$ cat src/hw/rtl/edf_pkg.sv
// Shared types, widths and constants of the echo distance filter.
package edf_pkg;

    localparam int AVG_DEPTH_DEF   = 4;
    localparam int QUEUE_DEPTH_DEF = 2;

    localparam int ECHO_W     = 15;
    localparam int TIME_W     = 32;
    localparam int DIST_W     = 12;
    localparam int RATE_W     = 16;
    localparam int LIMIT_W    = 12;
    localparam int INTERVAL_W = 16;
    localparam int COUNT_W    = 8;
    localparam int CFG_IDX_W  = 3;
    localparam int CFG_DATA_W = 16;
    localparam int S_TDATA_W  = 48;
    localparam int M_TDATA_W  = 32;

    localparam int DIST_MAX   = 4095;
    localparam int DIST_RESET = 1200;

    // Echo width to millimetres: width * 343 / 2000, with the division done as a shift
    // by 4 followed by a reciprocal multiply for the remaining factor of 125.
    localparam int PROD_DIST_W  = 24;
    localparam logic [8:0] SOUND_MUL = 9'd343;
    localparam int DIST_DIVISOR = 2000;
    localparam int PRE_SHIFT    = 4;
    localparam int POST_DIV     = DIST_DIVISOR >> PRE_SHIFT;
    localparam int DIV_SHIFT    = 27;
    localparam int DIV_MUL_W    = 21;
    localparam longint DIV_MUL_L = ((longint'(1) << DIV_SHIFT) + POST_DIV - 1) / POST_DIV;
    localparam logic [DIV_MUL_W-1:0] DIV_MUL = DIV_MUL_W'(DIV_MUL_L);
    localparam int QUOT_PROD_W  = (PROD_DIST_W - PRE_SHIFT) + DIV_MUL_W;
    localparam int QUOT_W       = QUOT_PROD_W - DIV_SHIFT;

    // Rate arithmetic.
    localparam int DW_W      = 16;
    localparam int USEC_W    = 20;
    localparam logic [USEC_W-1:0] USEC_SCALE = 20'd1000000;
    localparam int PROD_W    = 35;
    localparam int DVD_W     = 38;
    localparam int DVS_W     = 32;
    localparam int SMOOTH_W  = 36;
    localparam int SUM4_W    = 39;

    // The smoothing divide by five runs over two digits of half the dividend width.
    // Each digit, with the remainder of the digit before it on top, is divided by a
    // reciprocal multiply that is exact for every value of that width.
    localparam int SMOOTH_DIV  = 5;
    localparam int AVG_DIG_W   = DVD_W / 2;
    localparam int AVG_REM_W   = 3;
    localparam int AVG_V_W     = AVG_REM_W + AVG_DIG_W;
    localparam int AVG_SHIFT   = AVG_V_W + 2;
    localparam int AVG_PROD_W  = 2 * AVG_V_W;
    localparam longint AVG_MUL_L = ((longint'(1) << AVG_SHIFT) + SMOOTH_DIV - 1) / SMOOTH_DIV;
    localparam logic [AVG_V_W-1:0] AVG_MUL = AVG_V_W'(AVG_MUL_L);

    typedef enum logic [CFG_IDX_W-1:0] {
        CFG_ECHO_MIN     = 3'd0,
        CFG_ECHO_MAX     = 3'd1,
        CFG_NEAR_LIMIT   = 3'd2,
        CFG_MIN_INTERVAL = 3'd3,
        CFG_NEAR_NEEDED  = 3'd4
    } edf_cfg_idx_t;

    typedef struct packed {
        logic [ECHO_W-1:0]     echo_min_us;
        logic [ECHO_W-1:0]     echo_max_us;
        logic [LIMIT_W-1:0]    near_limit_mm;
        logic [INTERVAL_W-1:0] min_interval_ms;
        logic [COUNT_W-1:0]    near_count_needed;
    } edf_cfg_t;

    localparam edf_cfg_t CFG_RST = '{
        echo_min_us:       15'd115,
        echo_max_us:       15'd23500,
        near_limit_mm:     12'd200,
        min_interval_ms:   16'd20,
        near_count_needed: 8'd3
    };

    // One classified measurement handed from the front end to the rate back end.
    typedef struct packed {
        logic [DIST_W-1:0]      mean;
        logic                   emergency;
        logic                   upd;
        logic signed [DW_W-1:0] dw;
        logic [TIME_W-1:0]      dt;
    } edf_job_t;

endpackage

$ cat src/hw/rtl/edf_queue.sv
// Small register queue of classified measurements between front and back end.
module edf_queue #(
    parameter int DEPTH = edf_pkg::QUEUE_DEPTH_DEF
) (
    input  logic              aclk,
    input  logic              aresetn,
    input  logic              in_valid,
    output logic              in_ready,
    input  edf_pkg::edf_job_t in_job,
    output logic              out_valid,
    input  logic              out_ready,
    output edf_pkg::edf_job_t out_job
);
    import edf_pkg::*;

    localparam int PTR_W = (DEPTH > 1) ? $clog2(DEPTH) : 1;
    localparam int CNT_W = $clog2(DEPTH + 1);
    localparam logic [PTR_W-1:0] PTR_LAST = PTR_W'(DEPTH - 1);

    edf_job_t         slots_reg [DEPTH];
    logic [PTR_W-1:0] wr_ptr_reg, wr_ptr_next;
    logic [PTR_W-1:0] rd_ptr_reg, rd_ptr_next;
    logic [CNT_W-1:0] count_reg, count_next;
    logic             push, pop;

    assign in_ready  = count_reg != CNT_W'(DEPTH);
    assign out_valid = count_reg != '0;
    assign push      = in_valid && in_ready;
    assign pop       = out_valid && out_ready;
    assign out_job   = slots_reg[rd_ptr_reg];

    always_comb begin
        wr_ptr_next = wr_ptr_reg;
        rd_ptr_next = rd_ptr_reg;
        count_next  = count_reg;
        if (push) begin
            wr_ptr_next = (wr_ptr_reg == PTR_LAST) ? '0 : wr_ptr_reg + 1'b1;
        end
        if (pop) begin
            rd_ptr_next = (rd_ptr_reg == PTR_LAST) ? '0 : rd_ptr_reg + 1'b1;
        end
        if (push && !pop) begin
            count_next = count_reg + 1'b1;
        end else if (pop && !push) begin
            count_next = count_reg - 1'b1;
        end
    end

    always_ff @(posedge aclk) begin
        if (!aresetn) begin
            wr_ptr_reg <= '0;
            rd_ptr_reg <= '0;
            count_reg  <= '0;
        end else begin
            wr_ptr_reg <= wr_ptr_next;
            rd_ptr_reg <= rd_ptr_next;
            count_reg  <= count_next;
        end
    end

    always_ff @(posedge aclk) begin
        if (push) begin
            slots_reg[wr_ptr_reg] <= in_job;
        end
    end

endmodule

$ cat config.mk
export PLATFORM = sky130hd
export DESIGN_NAME = edf_queue
export DESIGN_NICKNAME = d
export VERILOG_FILES = /design/src/hw/rtl/edf_pkg.sv /design/src/hw/rtl/edf_queue.sv
export SDC_FILE = /design/constraint.sdc
export NUM_CORES = 1
export LEC_CHECK = 0
export ABC_CLOCK_PERIOD_IN_PS = 3400
export BUFFER_PORTS_ARGS = -buffer_cell sky130_fd_sc_hd__buf_2
export CAP_MARGIN = 20
export CORE_MARGIN = 2
export CORE_UTILIZATION = 52
export CTS_CLUSTER_SIZE = 28
export DETAILED_ROUTE_END_ITERATION = 6
export PLACE_DENSITY = 0.75
export SLEW_MARGIN = 30
export SYNTH_ARGS = -nofsm -noshare
export SYNTH_HDL_FRONTEND = slang
export SYNTH_SLANG_ARGS = --single-unit
$ cat constraint.sdc
create_clock -name aclk -period 3.4 [get_ports aclk]
set_input_delay 0.51 -clock aclk [delete_from_list [all_inputs] [get_ports aclk]]
set_output_delay 0.51 -clock aclk [all_outputs]
set_load 0.01 [all_outputs]
==> flow_metrics.env <==
export IMPL_arrival_ns=2.14
export IMPL_hold_path_class="in -> reg"
export IMPL_max_freq_mhz=377
export IMPL_area_delta_synth_final_pct=29.0
export IMPL_largest_reg_flops=124
export IMPL_period_minus_slack_ns=2.65
export IMPL_worst_pin_slew_ns=0.794
export IMPL_synth_cells=217
export IMPL_final_max_slew_viol_count=0
export IMPL_final_core_util_pct=69.3
export IMPL_wl_um=8000
export IMPL_ys_top_cells_by_area="edfxtp_1 79%, mux2_2 15%, dfxtp_1 2.1%"
export IMPL_ff2ff_path_depth=3
export IMPL_status="finished clean"
export IMPL_drc=0
export IMPL_maxCapViolations=0
export IMPL_timing_hold_ws_ns=0.204
export IMPL_final_hold_viol_count=0
export IMPL_p_leak_nw=2.29
export IMPL_die_x_um=99.2
export IMPL_ir_worst_vdd_mv=0.434
export IMPL_rr_endpoint="slots_reg[1][43]$_DFFE_PP_"
export IMPL_grt_pass1_wl_um=12400
export IMPL_cts_sinks=129
export IMPL_die_h_um=99.2
export IMPL_clockBufferDepth=2
export IMPL_critical_path_class="reg -> out"
export IMPL_place_congestion=0.704
export IMPL_initial_core_util_pct=53.8
export IMPL_clk_pin_slew_worst_paths_ns=0.06
export IMPL_overflow=0
export IMPL_layout_common_cells="129 x buf_2, 124 x edfxtp_1, 62 x mux2_2, 16 x clkbuf_16"
export IMPL_synth_area_leader_cell="edfxtp_1"
export IMPL_postCtsHoldBufs=0
export IMPL_num_nets_final=428
export IMPL_io_pins=130
export IMPL_finalCritPeriodShare_pct=77.9
export IMPL_cp_slowest_cell="dfxtp_2"
export IMPL_slew_headroom_pct=47.1
export IMPL_synth_cell_types=20
export IMPL_num_vias=2419
export IMPL_nFillCells=600
export IMPL_totalPowerFinal_w=0.00480
export IMPL_cts_setup_buffers=0
export IMPL_crit_path_max_fanout=32
export IMPL_yosysSeqAreaShare_pct=81.1
export IMPL_synth_seq_cells=129
export IMPL_seqCellArea_um2=3820
export IMPL_final_common_cell="buf_2"
export IMPL_cts_tree="done"
export IMPL_tns_ns=0
export IMPL_placedInstanceArea_um2=5510
export IMPL_wl_met3_um=662
export IMPL_antenna_found_initial=0
export IMPL_cts_htree_levels=4
export IMPL_cts_buffers=17
export IMPL_die_area_um2=9840
export IMPL_start_kind="register"
export IMPL_wl_met2_um=3860
export IMPL_fin_area_um2=6080
export IMPL_hold_path_endpoint="slots_reg[1][24]$_DFFE_PP_"
export IMPL_dp_hpwl_um=5210
export IMPL_syn_num_nets=284
export IMPL_multi_input_area_um2=838
export IMPL_clock_skew_ns=0.0105
export IMPL_routedWlPerCell_um=16.6
export IMPL_ff2ff_setup_slack_ns=1.57
export IMPL_powerDensity_nw_per_um2=790
export IMPL_port_buffers=129
export IMPL_max_stage_delay_ns=0.84
export IMPL_insertion_delay_ns=0.49
export IMPL_wl_met1_um=3410
export IMPL_drt_iter0_markers=120
export IMPL_fp_row_count=34
export IMPL_end_kind="primary output"
export IMPL_rsz0062_at_grt="no"
export IMPL_grt_max_degree=41
export IMPL_grt_total_usage_pct=16.9
export IMPL_clockRootBuffer="clkbuf_8"
export IMPL_synth_top_area_share_pct=79.0
export IMPL_top_layer="met4"
export IMPL_worst_r2r_startpoint="count_reg[0]$_SDFFE_PN0P_"
export IMPL_drtPass1Iterations=4
export IMPL_whs_path_depth=1
export IMPL_avgSynthCellArea_um2=21.7
export IMPL_yosysWarnings=0
export IMPL_crit_chain="buf_12, mux2_2, buf_2"
export IMPL_post_cts_resized=0
export IMPL_netlist_area_um2=4710
export IMPL_coreArea_um2=8760
export IMPL_drtAntennaViolNets=0
export IMPL_drive_above_1_share_pct=60.4
export IMPL_grt_pass1_vias=2509
export IMPL_cp_data_required_time_ns=2.89
export IMPL_hp_start="in_job[24]"
export IMPL_setup_viol=0
export IMPL_viasPerCell=5.01
==> critical path: cells and delay by family (launching register included) <==
kind | cells | cell delay [ns]
DFF | 1 | 0.84
buffers and inverters | 2 | 0.43
muxes | 1 | 0.37
==> cells by family after synthesis <==
family | share of synthesized area (%)
flops | 81.1
mux | 14.8
simple gates | 1.38
buf+inv | 1.09
compound gates | 0.743
xor+xnor | 0.558
fa+ha+maj | 0.265
==> how the worst max path moves through the flow <==
stage | from | endpoint | slack, ns | cells past startpoint
floorplan | count_reg[0]$_SDFFE_PN0P_ | slots_reg[1][0]$_DFFE_PP_ | 0.89 | 2
global placement | register | out_job[41] | 1.22 | 3
detailed placement | register | out_job[41] | 1.22 | 3
CTS | register | out_job[41] | 0.67 | 3
global route | register | out_job[41] | 0.61 | 3
finish | register | out_job[48] | 0.75 | 3
==> metrics by stage <==
stage,setup WS (ns),std cells
floorplan,0.891,217
global placement,1.22,450
detailed placement,1.22,450
CTS,0.672,482
global route,0.609,482
finish,0.750,483
==> area by class of cell <==
cell class	count	share of cell area [%]
multi-input combinational	80	13.8
antenna	1	0.0412
clock inverter	12	2.33
tap	108	2.22
clock buffer	20	7.00
timing repair buffer	132	11.6
sequential	129	62.9
inverter	1	0.0618
==> metal layers <==
layer / GRT usage (%) / vias to the layer above
met5: 0 / -
li1: - / 1149
met3: 7.17 / 8
met1: 21.4 / 1165
met4: 5.37 / 0
met2: 26.7 / 97
==> report_power, final <==
part           switching [W]  internal (W)  total [W]
combinational       0.000487      0.000511   0.000998
clock               0.000605       0.00111    0.00171
sequential          0.000106       0.00199    0.00209
total                0.00120       0.00361    0.00480
==> cell usage after synthesis, drive strengths merged <==
cell type	instances
xnor2	2
edfxtp	124
nand3b	1
mux2	62
inv	1
nand2b	1
dfxtp	5
and3	1
or2	1
xor2	1
ha	1
or3	1
buf	7
o21ai	2
and2	4
a21bo	1
a21boi	2
(Power assumes the default switching activity.)
