===== config.mk =====
export PLATFORM = sky130hd
export DESIGN_NAME = edf_front
export DESIGN_NICKNAME = d
export VERILOG_FILES = /design/src/hw/rtl/edf_pkg.sv /design/src/hw/rtl/edf_front.sv
export SDC_FILE = /design/constraint.sdc
export NUM_CORES = 1
export LEC_CHECK = 0
export BUFFER_PORTS_ARGS = -buffer_cell sky130_fd_sc_hd__buf_2
export CAP_MARGIN = 20
export CORE_MARGIN = 2
export CORE_UTILIZATION = 56
export DETAILED_ROUTE_END_ITERATION = 6
export GPL_ROUTABILITY_DRIVEN = 0
export PLACE_DENSITY = 0.87
export RECOVER_POWER = 50
export SYNTH_ARGS = -nofsm -noshare
export SYNTH_HDL_FRONTEND = slang
export SYNTH_SLANG_ARGS = --single-unit

===== constraint.sdc =====
create_clock -name aclk -period 10.01 [get_ports aclk]
set_input_delay 0.5005 -clock aclk [delete_from_list [all_inputs] [get_ports aclk]]
set_output_delay 0.5005 -clock aclk [all_outputs]
set_load 0.01 [all_outputs]

===== src/hw/rtl/edf_pkg.sv =====
// Shared types, widths and constants of the echo distance filter.
package edf_pkg;

    localparam int AVG_DEPTH_DEF   = 4;
    localparam int QUEUE_DEPTH_DEF = 2;

    localparam int ECHO_W     = 15;
    localparam int TIME_W     = 32;
    localparam int DIST_W     = 12;
    localparam int RATE_W     = 16;
    localparam int LIMIT_W    = 12;
    localparam int INTERVAL_W = 16;
    localparam int COUNT_W    = 8;
    localparam int CFG_IDX_W  = 3;
    localparam int CFG_DATA_W = 16;
    localparam int S_TDATA_W  = 48;
    localparam int M_TDATA_W  = 32;

    localparam int DIST_MAX   = 4095;
    localparam int DIST_RESET = 1200;

    // Echo width to millimetres: width * 343 / 2000, with the division done as a shift
    // by 4 followed by a reciprocal multiply for the remaining factor of 125.
    localparam int PROD_DIST_W  = 24;
    localparam logic [8:0] SOUND_MUL = 9'd343;
    localparam int DIST_DIVISOR = 2000;
    localparam int PRE_SHIFT    = 4;
    localparam int POST_DIV     = DIST_DIVISOR >> PRE_SHIFT;
    localparam int DIV_SHIFT    = 27;
    localparam int DIV_MUL_W    = 21;
    localparam longint DIV_MUL_L = ((longint'(1) << DIV_SHIFT) + POST_DIV - 1) / POST_DIV;
    localparam logic [DIV_MUL_W-1:0] DIV_MUL = DIV_MUL_W'(DIV_MUL_L);
    localparam int QUOT_PROD_W  = (PROD_DIST_W - PRE_SHIFT) + DIV_MUL_W;
    localparam int QUOT_W       = QUOT_PROD_W - DIV_SHIFT;

    // Rate arithmetic.
    localparam int DW_W      = 16;
    localparam int USEC_W    = 20;
    localparam logic [USEC_W-1:0] USEC_SCALE = 20'd1000000;
    localparam int PROD_W    = 35;
    localparam int DVD_W     = 38;
    localparam int DVS_W     = 32;
    localparam int SMOOTH_W  = 36;
    localparam int SUM4_W    = 39;

    // The smoothing divide by five runs over two digits of half the dividend width.
    // Each digit, with the remainder of the digit before it on top, is divided by a
    // reciprocal multiply that is exact for every value of that width.
    localparam int SMOOTH_DIV  = 5;
    localparam int AVG_DIG_W   = DVD_W / 2;
    localparam int AVG_REM_W   = 3;
    localparam int AVG_V_W     = AVG_REM_W + AVG_DIG_W;
    localparam int AVG_SHIFT   = AVG_V_W + 2;
    localparam int AVG_PROD_W  = 2 * AVG_V_W;
    localparam longint AVG_MUL_L = ((longint'(1) << AVG_SHIFT) + SMOOTH_DIV - 1) / SMOOTH_DIV;
    localparam logic [AVG_V_W-1:0] AVG_MUL = AVG_V_W'(AVG_MUL_L);

    typedef enum logic [CFG_IDX_W-1:0] {
        CFG_ECHO_MIN     = 3'd0,
        CFG_ECHO_MAX     = 3'd1,
        CFG_NEAR_LIMIT   = 3'd2,
        CFG_MIN_INTERVAL = 3'd3,
        CFG_NEAR_NEEDED  = 3'd4
    } edf_cfg_idx_t;

    typedef struct packed {
        logic [ECHO_W-1:0]     echo_min_us;
        logic [ECHO_W-1:0]     echo_max_us;
        logic [LIMIT_W-1:0]    near_limit_mm;
        logic [INTERVAL_W-1:0] min_interval_ms;
        logic [COUNT_W-1:0]    near_count_needed;
    } edf_cfg_t;

    localparam edf_cfg_t CFG_RST = '{
        echo_min_us:       15'd115,
        echo_max_us:       15'd23500,
        near_limit_mm:     12'd200,
        min_interval_ms:   16'd20,
        near_count_needed: 8'd3
    };

    // One classified measurement handed from the front end to the rate back end.
    typedef struct packed {
        logic [DIST_W-1:0]      mean;
        logic                   emergency;
        logic                   upd;
        logic signed [DW_W-1:0] dw;
        logic [TIME_W-1:0]      dt;
    } edf_job_t;

endpackage


===== src/hw/rtl/edf_front.sv =====
// Front end: accepts measurements, converts and averages distance, counts near readings.
module edf_front #(
    parameter int AVG_DEPTH = edf_pkg::AVG_DEPTH_DEF
) (
    input  logic                        aclk,
    input  logic                        aresetn,
    input  edf_pkg::edf_cfg_t           cfg,
    input  logic                        in_valid,
    output logic                        in_ready,
    input  logic                        in_echo_valid,
    input  logic [edf_pkg::ECHO_W-1:0]  in_echo_us,
    input  logic [edf_pkg::TIME_W-1:0]  in_time_ms,
    output logic                        job_valid,
    input  logic                        job_ready,
    output edf_pkg::edf_job_t           job
);
    import edf_pkg::*;

    localparam int POS_W      = (AVG_DEPTH > 1) ? $clog2(AVG_DEPTH) : 1;
    localparam int SUM_W      = $clog2(AVG_DEPTH * DIST_MAX + 1);
    localparam int MEAN_SHIFT = SUM_W + $clog2(AVG_DEPTH);
    localparam int RECIP_W    = SUM_W + 1;
    localparam int MPROD_W    = SUM_W + RECIP_W;
    localparam longint RECIP_L = ((longint'(1) << MEAN_SHIFT) + AVG_DEPTH - 1) / AVG_DEPTH;
    localparam logic [RECIP_W-1:0] RECIP    = RECIP_W'(RECIP_L);
    localparam logic [SUM_W-1:0]   SUM_RST  = SUM_W'(AVG_DEPTH * DIST_RESET);
    localparam logic [POS_W-1:0]   POS_LAST = POS_W'(AVG_DEPTH - 1);

    typedef enum logic [2:0] {
        F_IDLE,
        F_DIST,
        F_RING,
        F_MEAN,
        F_PUSH
    } state_t;

    state_t                  state_reg, state_next;
    logic [DIST_W-1:0]       ring_reg [AVG_DEPTH];
    logic [DIST_W-1:0]       ring_next [AVG_DEPTH];
    logic [POS_W-1:0]        pos_reg, pos_next;
    logic [SUM_W-1:0]        sum_reg, sum_next;
    logic [TIME_W-1:0]       last_time_reg, last_time_next;
    logic [ECHO_W-1:0]       last_width_reg, last_width_next;
    logic [COUNT_W-1:0]      near_count_reg, near_count_next;

    logic [PROD_DIST_W-1:0]  prod_reg, prod_next;
    logic                    in_win_reg, in_win_next;
    logic [DIST_W-1:0]       dist_reg, dist_next;
    logic [DIST_W-1:0]       mean_reg, mean_next;
    logic                    upd_reg, upd_next;
    logic signed [DW_W-1:0]  dw_reg, dw_next;
    logic [TIME_W-1:0]       dt_reg, dt_next;

    logic [ECHO_W-1:0]       width_in;
    logic [TIME_W-1:0]       dt_in;
    logic [QUOT_PROD_W-1:0]  quot_prod;
    logic [QUOT_W-1:0]       quot;
    logic [DIST_W-1:0]       dist_sat;
    logic [MPROD_W-1:0]      mean_prod;
    logic                    is_near;
    logic [COUNT_W-1:0]      near_calc;

    assign width_in  = in_echo_valid ? in_echo_us : '0;
    assign dt_in     = in_time_ms - last_time_reg;
    assign quot_prod = QUOT_PROD_W'(prod_reg[PROD_DIST_W-1:PRE_SHIFT]) * QUOT_PROD_W'(DIV_MUL);
    assign quot      = quot_prod[QUOT_PROD_W-1:DIV_SHIFT];
    assign dist_sat  = (quot > QUOT_W'(DIST_MAX)) ? DIST_W'(DIST_MAX) : quot[DIST_W-1:0];
    assign mean_prod = MPROD_W'(sum_reg) * MPROD_W'(RECIP);

    // A reading is near when the averaged distance is nonzero and under the limit;
    // the count stops once it has reached the needed number.
    assign is_near = (mean_reg != '0) && (mean_reg < cfg.near_limit_mm);
    always_comb begin
        if (!is_near) begin
            near_calc = '0;
        end else if (near_count_reg < cfg.near_count_needed) begin
            near_calc = near_count_reg + 1'b1;
        end else begin
            near_calc = near_count_reg;
        end
    end

    assign in_ready      = state_reg == F_IDLE;
    assign job_valid     = state_reg == F_PUSH;
    assign job.mean      = mean_reg;
    assign job.emergency = near_calc >= cfg.near_count_needed;
    assign job.upd       = upd_reg;
    assign job.dw        = dw_reg;
    assign job.dt        = dt_reg;

    always_comb begin
        state_next      = state_reg;
        ring_next       = ring_reg;
        pos_next        = pos_reg;
        sum_next        = sum_reg;
        last_time_next  = last_time_reg;
        last_width_next = last_width_reg;
        near_count_next = near_count_reg;
        prod_next       = prod_reg;
        in_win_next     = in_win_reg;
        dist_next       = dist_reg;
        mean_next       = mean_reg;
        upd_next        = upd_reg;
        dw_next         = dw_reg;
        dt_next         = dt_reg;
        case (state_reg)
            F_IDLE: begin
                if (in_valid) begin
                    prod_next   = PROD_DIST_W'(in_echo_us) * PROD_DIST_W'(SOUND_MUL);
                    in_win_next = in_echo_valid && (in_echo_us > cfg.echo_min_us)
                                  && (in_echo_us < cfg.echo_max_us);
                    // A zero stored stamp, a stamp that did not advance, or too short
                    // an interval leaves the rate as it is.
                    upd_next    = (last_time_reg != '0) && (in_time_ms > last_time_reg)
                                  && (dt_in > TIME_W'(cfg.min_interval_ms));
                    dt_next     = dt_in;
                    dw_next     = $signed({1'b0, width_in}) - $signed({1'b0, last_width_reg});
                    last_time_next  = in_time_ms;
                    last_width_next = width_in;
                    state_next  = F_DIST;
                end
            end
            F_DIST: begin
                dist_next  = in_win_reg ? dist_sat : '0;
                state_next = F_RING;
            end
            F_RING: begin
                ring_next[pos_reg] = dist_reg;
                sum_next   = sum_reg - SUM_W'(ring_reg[pos_reg]) + SUM_W'(dist_reg);
                pos_next   = (pos_reg == POS_LAST) ? '0 : pos_reg + 1'b1;
                state_next = F_MEAN;
            end
            F_MEAN: begin
                mean_next  = mean_prod[MEAN_SHIFT +: DIST_W];
                state_next = F_PUSH;
            end
            F_PUSH: begin
                if (job_ready) begin
                    near_count_next = near_calc;
                    state_next      = F_IDLE;
                end
            end
            default: begin
                state_next = F_IDLE;
            end
        endcase
    end

    always_ff @(posedge aclk) begin
        if (!aresetn) begin
            state_reg      <= F_IDLE;
            for (int i = 0; i < AVG_DEPTH; i++) begin
                ring_reg[i] <= DIST_W'(DIST_RESET);
            end
            pos_reg        <= '0;
            sum_reg        <= SUM_RST;
            last_time_reg  <= '0;
            last_width_reg <= '0;
            near_count_reg <= '0;
        end else begin
            state_reg      <= state_next;
            ring_reg       <= ring_next;
            pos_reg        <= pos_next;
            sum_reg        <= sum_next;
            last_time_reg  <= last_time_next;
            last_width_reg <= last_width_next;
            near_count_reg <= near_count_next;
        end
    end

    always_ff @(posedge aclk) begin
        prod_reg   <= prod_next;
        in_win_reg <= in_win_next;
        dist_reg   <= dist_next;
        mean_reg   <= mean_next;
        upd_reg    <= upd_next;
        dw_reg     <= dw_next;
        dt_reg     <= dt_next;
    end

endmodule


==> impl_metrics.prom, run 1 <==
# TYPE chip_impl_metric gauge
chip_impl_info{name="status",value="complete, but fails checks"} 1
chip_impl_info{name="violations_in_the_final_reports",value="max-capacitance violations, max-slew violations"} 1
chip_impl_metric{name="crit_fanout",unit=""} 11
chip_impl_metric{name="clock-sinks",unit=""} 216
chip_impl_metric{name="fin_crit",unit="ps"} 6870
chip_impl_metric{name="ff_latch_area",unit="um^2"} 5270
chip_impl_metric{name="fin_tns_setup",unit="ps"} 0
chip_impl_metric{name="synth_cells",unit=""} 2232
chip_impl_metric{name="synth_edf_count",unit=""} 94
chip_impl_metric{name="grt.overflow.total",unit=""} 0
chip_impl_metric{name="post-cts-setup-buffers",unit=""} 0
chip_impl_metric{name="worst_slew_slack_as_a_fraction_of_its_limit",unit="%"} -208
chip_impl_info{name="synth.area.top_cells",value="sky130_fd_sc_hd__ha_1, sky130_fd_sc_hd__fa_1, sky130_fd_sc_hd__edfxtp_1, sky130_fd_sc_hd__dfxtp_1, sky130_fd_sc_hd__inv_1"} 1
chip_impl_metric{name="track_usage",unit="%"} 26.3
chip_impl_metric{name="synth-async-reset-ratio",unit="%"} 0
chip_impl_metric{name="area_growth",unit="%"} 10.1
chip_impl_metric{name="worstPathArrival",unit="ps"} 7270
chip_impl_metric{name="clock_path_buffers",unit=""} 3
chip_impl_metric{name="post_dr_wirelength_cell",unit="um"} 17.4
chip_impl_metric{name="drtAntennaViolNets",unit=""} 0
chip_impl_metric{name="final_layout_size_suffix_gt1_share",unit="%"} 7.66
chip_impl_info{name="path_common_cell",value="sky130_fd_sc_hd__fa_1"} 1
chip_impl_metric{name="yosys.area.top_type_share",unit="%"} 22.3
chip_impl_metric{name="worstPathRequired",unit="ps"} 10410
chip_impl_metric{name="port_buffers",unit=""} 181
chip_impl_metric{name="die_area",unit="um^2"} 38800
chip_impl_info{name="cp-start-kind",value="register"} 1
chip_impl_metric{name="clk_latency",unit="ps"} 540
chip_impl_metric{name="final_hold_viol_count",unit=""} 0
chip_impl_metric{name="route.detailed.drc",unit=""} 0
chip_impl_metric{name="ioPinCount",unit=""} 182
chip_impl_metric{name="initial_utilization",unit="%"} 57.0
chip_impl_metric{name="count_of_hold_fix_buffers_inserted_at_cts",unit=""} 0
chip_impl_metric{name="avgViaCountPerCell",unit=""} 5.68
chip_impl_info{name="endpoint_kind",value="register"} 1
chip_impl_metric{name="vias_in_the_first_global_route",unit=""} 17436
chip_impl_metric{name="fp.dieH",unit="um"} 197
chip_impl_metric{name="dr.first_iter.drc_count",unit=""} 917
chip_impl_metric{name="antenna_violations_before_repair",unit=""} 2
chip_impl_info{name="worst-setup-path-type",value="reg2reg"} 1
chip_impl_metric{name="count_of_final_max_slew_check_failures",unit=""} 185
chip_impl_metric{name="floorplan.rows",unit=""} 70
chip_impl_metric{name="fill_cell_total_of_the_finished_layout",unit=""} 2900
chip_impl_metric{name="placeableCoreArea",unit="um^2"} 36600
chip_impl_info{name="cts_root_buffer",value="sky130_fd_sc_hd__clkbuf_16"} 1
chip_impl_info{name="slowest_stage",value="sky130_fd_sc_hd__a21oi_1"} 1
chip_impl_metric{name="total_area_of_multi_input_combinational_cells",unit="um^2"} 13800
chip_impl_metric{name="postSynthNetCount",unit=""} 2869
chip_impl_metric{name="fmax",unit="MHz"} 146
chip_impl_metric{name="ys_warn_count",unit=""} 0
chip_impl_metric{name="syn-cell-area",unit="um^2"} 20900
chip_impl_info{name="mostFrequentLayoutCell",value="sky130_fd_sc_hd__inv_1"} 1
chip_impl_metric{name="nNetsFinal",unit=""} 3033
chip_impl_metric{name="final-instance-count-excl-fill",unit=""} 2885
chip_impl_info{name="crit_chain",value="ha_1, ha_1, inv_1, fa_1, fa_1, inv_1, fa_1, inv_1, fa_1, fa_1, inv_1, ha_1, nand4_1, or2_2, a2111oi_0, o31ai_1, nand3_1, a31oi_1, o31ai_1, a21oi_1, a21oi_1, o21a_1"} 1
chip_impl_metric{name="cts_inserted_buffers",unit=""} 24
chip_impl_info{name="synthDominantAreaCellType",value="sky130_fd_sc_hd__ha_1"} 1
chip_impl_metric{name="numPlacedInstances",unit=""} 2838
chip_impl_metric{name="vias",unit=""} 16391
chip_impl_metric{name="place_hpwl",unit="um"} 40300
chip_impl_metric{name="synth-seq-area-share",unit="%"} 25.2
chip_impl_metric{name="max-cap-violations",unit=""} 3
chip_impl_metric{name="postPlaceCellArea",unit="um^2"} 22200
chip_impl_metric{name="setup_viol",unit=""} 0
chip_impl_info{name="holdCritPathClass",value="in2reg"} 1
chip_impl_metric{name="final.period_utilization",unit="%"} 68.6
chip_impl_info{name="most-common-layout-cells",value="sky130_fd_sc_hd__inv_1, sky130_fd_sc_hd__ha_1, sky130_fd_sc_hd__nand2_1"} 1
chip_impl_info{name="yosys_most_used_dff",value="sky130_fd_sc_hd__dfxtp_1"} 1
chip_impl_metric{name="dieWidth",unit="um"} 197
chip_impl_metric{name="clk_transition_reported_paths",unit="ps"} 70
chip_impl_metric{name="routed_wirelength",unit="um"} 50200
chip_impl_metric{name="final.setup_skew",unit="ps"} 13.2
chip_impl_metric{name="max_slew.worst_pin.slew",unit="ps"} 4610
chip_impl_metric{name="synth_seq_cells",unit=""} 216
chip_impl_metric{name="synthDistinctLibCells",unit=""} 70
chip_impl_metric{name="grt_first_pass_wirelength",unit="um"} 82700
chip_impl_metric{name="cts.htree.levels",unit=""} 1
chip_impl_metric{name="final_cell_area",unit="um^2"} 23000
chip_impl_metric{name="drt_pre_antenna_iters",unit=""} 5
chip_impl_metric{name="largest_stage_delay_worst_path",unit="ps"} 650
chip_impl_metric{name="synth_area_per_cell",unit="um^2"} 9.34
chip_impl_info{name="tritoncts_clock_tree",value="yes"} 1
chip_impl_info{name="grt_setup_unrepaired",value="no"} 1
chip_impl_metric{name="postCtsResizedCells",unit=""} 0
chip_impl_metric{name="max_reg_flops",unit=""} 48
chip_impl_metric{name="maximum_number_of_pins_on_one_net_before_global_route_repair",unit=""} 122
cell families (layout without fill, tap and decap cells):
kind of cell	Yosys count	count (layout)	share of synthesized area [%]
xor+xnor	83	83	3.49
other cells	0	3	0
fa+ha+maj	519	519	36.5
mux	13	13	1.34
simple gates	519	519	11.5
compound gates	404	404	13.3
flops	216	216	25.2
buf+inv	478	660	8.63
through the flow:
| step | hold slack [ps] | util (%) | worst slack (ps) |
|---|---|---|---|
| 6_report | 228 | 62.7 | 3140 |
| 5_1_grt | 242 | 62.7 | 2840 |
| 4_1_cts | 209 | 63.0 | 3210 |
| 3_5_place_dp | 423 | 60.6 | 3260 |
| 3_3_place_gp | 419 | 60.6 | 3550 |
| 2_1_floorplan | 408 | - | 4160 |
cells in the mapped netlist, types with 4 or more instances:
cell,count
sky130_fd_sc_hd__inv_1,431
sky130_fd_sc_hd__ha_1,371
sky130_fd_sc_hd__nand2_1,241
sky130_fd_sc_hd__fa_1,148
sky130_fd_sc_hd__dfxtp_1,122
sky130_fd_sc_hd__edfxtp_1,94
sky130_fd_sc_hd__a21boi_0,92
sky130_fd_sc_hd__nor2_1,84
sky130_fd_sc_hd__a21oi_1,73
sky130_fd_sc_hd__a21o_1,57
sky130_fd_sc_hd__xnor2_1,54
sky130_fd_sc_hd__o21ai_0,53
sky130_fd_sc_hd__clkbuf_1,44
sky130_fd_sc_hd__and2_1,31
sky130_fd_sc_hd__nand3_1,29
sky130_fd_sc_hd__xor2_1,29
sky130_fd_sc_hd__o21a_1,26
sky130_fd_sc_hd__o211ai_1,25
sky130_fd_sc_hd__nor2b_1,24
sky130_fd_sc_hd__nand4_1,22
sky130_fd_sc_hd__nand2b_1,20
sky130_fd_sc_hd__nor3_1,20
sky130_fd_sc_hd__nor4_1,16
sky130_fd_sc_hd__mux4_2,12
sky130_fd_sc_hd__and3_1,10
sky130_fd_sc_hd__a31oi_1,9
sky130_fd_sc_hd__o31ai_1,9
sky130_fd_sc_hd__o41ai_1,7
sky130_fd_sc_hd__a211oi_1,6
sky130_fd_sc_hd__o21bai_1,6
sky130_fd_sc_hd__nor3b_1,5
sky130_fd_sc_hd__or3_1,5
sky130_fd_sc_hd__a41o_1,4
sky130_fd_sc_hd__a41oi_1,4
metal layers:
| metal | vias to the layer above | global-route usage, % | routed length, um |
|---|---|---|---|
| li1 | 7807 | - | - |
| met1 | 7810 | 30.1 | 19700 |
| met2 | 605 | 48.9 | 25100 |
| met3 | 169 | 3.35 | 3110 |
| met4 | 0 | 11.4 | 2290 |
| met5 | - | 0 | 0 |
final timing paths:
kind,from,end,slack [ps],cells after the start
setup / recovery,prod_reg[6],dist_reg[0],3140,22
hold / removal,in_time_ms[15],last_time_reg[15],230,3
setup reg to reg,prod_reg[6],dist_reg[0],3140,22
hold reg to reg,sum_reg[5],mean_reg[3],440,0
cell type report:
| class | count | area share, % |
|---|---|---|
| multi-input combinational | 1538 | 60.1 |
| antenna | 3 | 0.0327 |
| clock buffer | 24 | 2.62 |
| sequential | 216 | 22.9 |
| inverter | 431 | 7.05 |
| clock inverter | 20 | 1.06 |
| tap | 468 | 2.55 |
| timing repair buffer | 185 | 3.68 |
critical path: cells and delay by family (launching register included):
family	cells	cell delay, ps
and+or+nand+nor	3	560
buffers and inverters	4	240
DFF	1	520
adders and majority gates	8	3290
AOI/OAI and AO/OA	7	2140
Power of run 1 is not shown: default switching activity piles up to over one toggle a cycle in this logic, so the estimate is an artifact.
==> run 2: changes to the inputs <==
==> constraint.sdc (replaced) <==
create_clock -name aclk -period 7.2 [get_ports aclk]
set_input_delay 0.36 -clock aclk [delete_from_list [all_inputs] [get_ports aclk]]
set_output_delay 0.36 -clock aclk [all_outputs]
set_load 0.01 [all_outputs]
==> impl_metrics.prom, run 2 (synthesis gave the netlist of run 1 again) <==
# TYPE chip_impl_metric gauge
chip_impl_info{name="global_route.peak_usage_layer",value="met2"} 1
chip_impl_info{name="violations_in_the_final_reports",value="design-rule violations, max-capacitance violations, max-slew violations"} 1
chip_impl_metric{name="fin_crit",unit="ps"} 6610
chip_impl_info{name="mostFrequentLayoutCell",value="sky130_fd_sc_hd__inv_1"} 1
chip_impl_metric{name="fraction_of_met2_tracks_used_by_global_routing",unit="%"} 47.4
chip_impl_metric{name="grt.overflow.total",unit=""} 0
chip_impl_info{name="cts_root_buffer",value="sky130_fd_sc_hd__clkbuf_16"} 1
chip_impl_info{name="grt_setup_unrepaired",value="no"} 1
chip_impl_metric{name="routed_wirelength",unit="um"} 49900
chip_impl_metric{name="final_layout_size_suffix_gt1_share",unit="%"} 7.74
chip_impl_info{name="cp-start-kind",value="register"} 1
chip_impl_metric{name="ioPinCount",unit=""} 182
chip_impl_info{name="hold-path-endpoint",value="last_time_reg[17]"} 1
chip_impl_info{name="worst_setup_path_startpoint",value="prod_reg[6]"} 1
chip_impl_metric{name="vias",unit=""} 16403
chip_impl_metric{name="worst_slew_slack_as_a_fraction_of_its_limit",unit="%"} -216
chip_impl_metric{name="fp.dieH",unit="um"} 197
chip_impl_metric{name="clock_path_buffers",unit=""} 3
chip_impl_info{name="slowest_stage",value="sky130_fd_sc_hd__fa_1"} 1
chip_impl_metric{name="drt_pre_antenna_iters",unit=""} 7
chip_impl_metric{name="fill_cell_total_of_the_finished_layout",unit=""} 2854
chip_impl_metric{name="drtAntennaViolNets",unit=""} 0
chip_impl_metric{name="max-cap-violations",unit=""} 3
chip_impl_metric{name="initial_utilization",unit="%"} 57.0
chip_impl_metric{name="count_of_final_max_slew_check_failures",unit=""} 188
chip_impl_metric{name="max_slew.worst_pin.slew",unit="ps"} 4740
chip_impl_metric{name="largest_stage_delay_worst_path",unit="ps"} 540
chip_impl_metric{name="die_area",unit="um^2"} 38800
chip_impl_info{name="critical_path.top_delay_family",value="adder cells"} 1
chip_impl_metric{name="avgViaCountPerCell",unit=""} 5.68
chip_impl_info{name="holdCritPathClass",value="in2reg"} 1
chip_impl_info{name="worst-setup-path-type",value="reg2reg"} 1
chip_impl_metric{name="vias_in_the_first_global_route",unit=""} 17246
chip_impl_metric{name="worstPathBufferInverterCount",unit=""} 4
chip_impl_metric{name="worstPathArrival",unit="ps"} 7020
chip_impl_metric{name="port_buffers",unit=""} 181
chip_impl_metric{name="floorplan.rows",unit=""} 70
chip_impl_info{name="most-common-layout-cells",value="sky130_fd_sc_hd__inv_1, sky130_fd_sc_hd__ha_1, sky130_fd_sc_hd__nand2_1"} 1
chip_impl_metric{name="post-cts-setup-buffers",unit=""} 0
chip_impl_metric{name="worstPathRequired",unit="ps"} 7620
chip_impl_metric{name="setup_viol",unit=""} 0
chip_impl_metric{name="grt_first_pass_wirelength",unit="um"} 81200
chip_impl_metric{name="final.period_utilization",unit="%"} 91.7
chip_impl_metric{name="clk_latency",unit="ps"} 560
chip_impl_info{name="status",value="complete, but fails checks"} 1
chip_impl_metric{name="fmax",unit="MHz"} 151
chip_impl_metric{name="post_dr_wirelength_cell",unit="um"} 17.3
chip_impl_info{name="holdCritStartpoint",value="in_time_ms[17]"} 1
chip_impl_metric{name="route.detailed.drc",unit=""} 6
chip_impl_metric{name="dieWidth",unit="um"} 197
chip_impl_info{name="endpoint_kind",value="register"} 1
chip_impl_info{name="rr_startpoint",value="prod_reg[6]"} 1
chip_impl_metric{name="max_reg_flops",unit=""} 48
chip_impl_metric{name="maximum_number_of_pins_on_one_net_before_global_route_repair",unit=""} 122
chip_impl_metric{name="final_hold_viol_count",unit=""} 0
chip_impl_metric{name="crit_fanout",unit=""} 11
chip_impl_info{name="tritoncts_clock_tree",value="yes"} 1
chip_impl_metric{name="area_growth",unit="%"} 10.4
chip_impl_metric{name="fin_tns_setup",unit="ps"} 0
chip_impl_metric{name="r2r_setup_slack",unit="ps"} 590
chip_impl_metric{name="worst_hold_path.num_cells",unit=""} 3
chip_impl_metric{name="nNetsFinal",unit=""} 3034
chip_impl_metric{name="clock-sinks",unit=""} 216
chip_impl_metric{name="final.setup_skew",unit="ps"} 11.1
chip_impl_metric{name="placeableCoreArea",unit="um^2"} 36600
chip_impl_metric{name="antenna_violations_before_repair",unit=""} 1
chip_impl_metric{name="met1_usage",unit="%"} 29.9
chip_impl_metric{name="clk_transition_reported_paths",unit="ps"} 60
chip_impl_metric{name="cts_inserted_buffers",unit=""} 25
chip_impl_metric{name="track_usage",unit="%"} 25.8
chip_impl_metric{name="worst-r2r-cell-count",unit=""} 22
chip_impl_metric{name="grt_use_met3",unit="%"} 3.83
chip_impl_info{name="crit_chain",value="ha_1, ha_1, inv_1, fa_1, inv_1, ha_1, fa_1, inv_1, fa_1, fa_1, inv_1, ha_1, nand4_1, or2_2, a2111oi_0, o31ai_1, nand3_1, a31oi_1, o31ai_1, a21oi_1, a21oi_2, o21a_1"} 1
chip_impl_metric{name="cts.htree.levels",unit=""} 1
chip_impl_metric{name="dr.first_iter.drc_count",unit=""} 922
chip_impl_info{name="worstReg2RegEnd",value="dist_reg[9]"} 1
chip_impl_metric{name="place_hpwl",unit="um"} 39900
==> run 2: cell count changes in the layout (fill, tap and decap cells not counted) <==
cell,change
sky130_fd_sc_hd__clkbuf_16,+6
sky130_fd_sc_hd__clkinvlp_4,-5
sky130_fd_sc_hd__buf_2,+2
sky130_fd_sc_hd__bufinv_16,-2
sky130_fd_sc_hd__clkinv_4,-2
sky130_fd_sc_hd__a21oi_1,-1
sky130_fd_sc_hd__a21oi_2,+1
sky130_fd_sc_hd__buf_4,+1
sky130_fd_sc_hd__clkinv_1,+1
sky130_fd_sc_hd__clkinv_2,+1
sky130_fd_sc_hd__clkinv_8,-1
sky130_fd_sc_hd__inv_16,+1
sky130_fd_sc_hd__inv_4,+1
sky130_fd_sc_hd__inv_6,-1
==> run 2: worst max path at each step <==
stage / to / slack, ps / depth (start not counted)
floorplan: dist_reg[10] / 1350 / 23
global placement: dist_reg[10] / 740 / 22
detailed placement: dist_reg[9] / 400 / 22
CTS: dist_reg[9] / 370 / 22
global route: dist_reg[9] / 260 / 22
finish: dist_reg[9] / 590 / 22
==> run 2: per-stage QoR <==
stage | setup WS, ps | util [%] | std cells | hold WS, ps | area (um^2)
6_report | 594 | 62.9 | 2887 | 75.9 | 23000
5_1_grt | 263 | 62.9 | 2884 | 87.0 | 23000
4_1_cts | 367 | 63.1 | 2884 | 57.9 | 23100
3_5_place_dp | 401 | 60.6 | 2838 | 421 | 22200
3_3_place_gp | 744 | 60.6 | 2838 | 419 | 22200
2_1_floorplan | 1350 | - | 2232 | 408 | 20900
==> run 2: area by class of cell <==
class / count / area, um^2 / share of cell area, %
diodes: 3 / 7.51 / 0.0326
clock buffers: 33 / 762 / 3.31
clock inverters: 13 / 139 / 0.603
inverters: 431 / 1620 / 7.03
multi-input cells: 1538 / 13800 / 59.9
flip-flops and latches: 216 / 5270 / 22.9
well taps: 468 / 586 / 2.54
repair buffers: 185 / 852 / 3.70
==> run 2: worst min-delay path, stage by stage <==
cell and delay (ps):
sky130_fd_sc_hd__buf_2 110, sky130_fd_sc_hd__nand2_1 40, sky130_fd_sc_hd__a21boi_0 60
==> run 2: timing repair <==
| item | CTS | global route |
|---|---|---|
| hold buffers | 0 | 0 |
| resized for setup | 0 | 1 |
| hold endpoints to repair | 0 | 0 |
| setup endpoints to repair | 0 | 2 |
==> run 2: layer usage <==
metal  vias to the layer above  share of wire [%]
met4                         0                4.2
met2                       624                 50
met1                      7805                 39
met3                       165                7.0
li1                       7809                  -
met5                         -                  0
Power of run 2 is left out for the same reason.
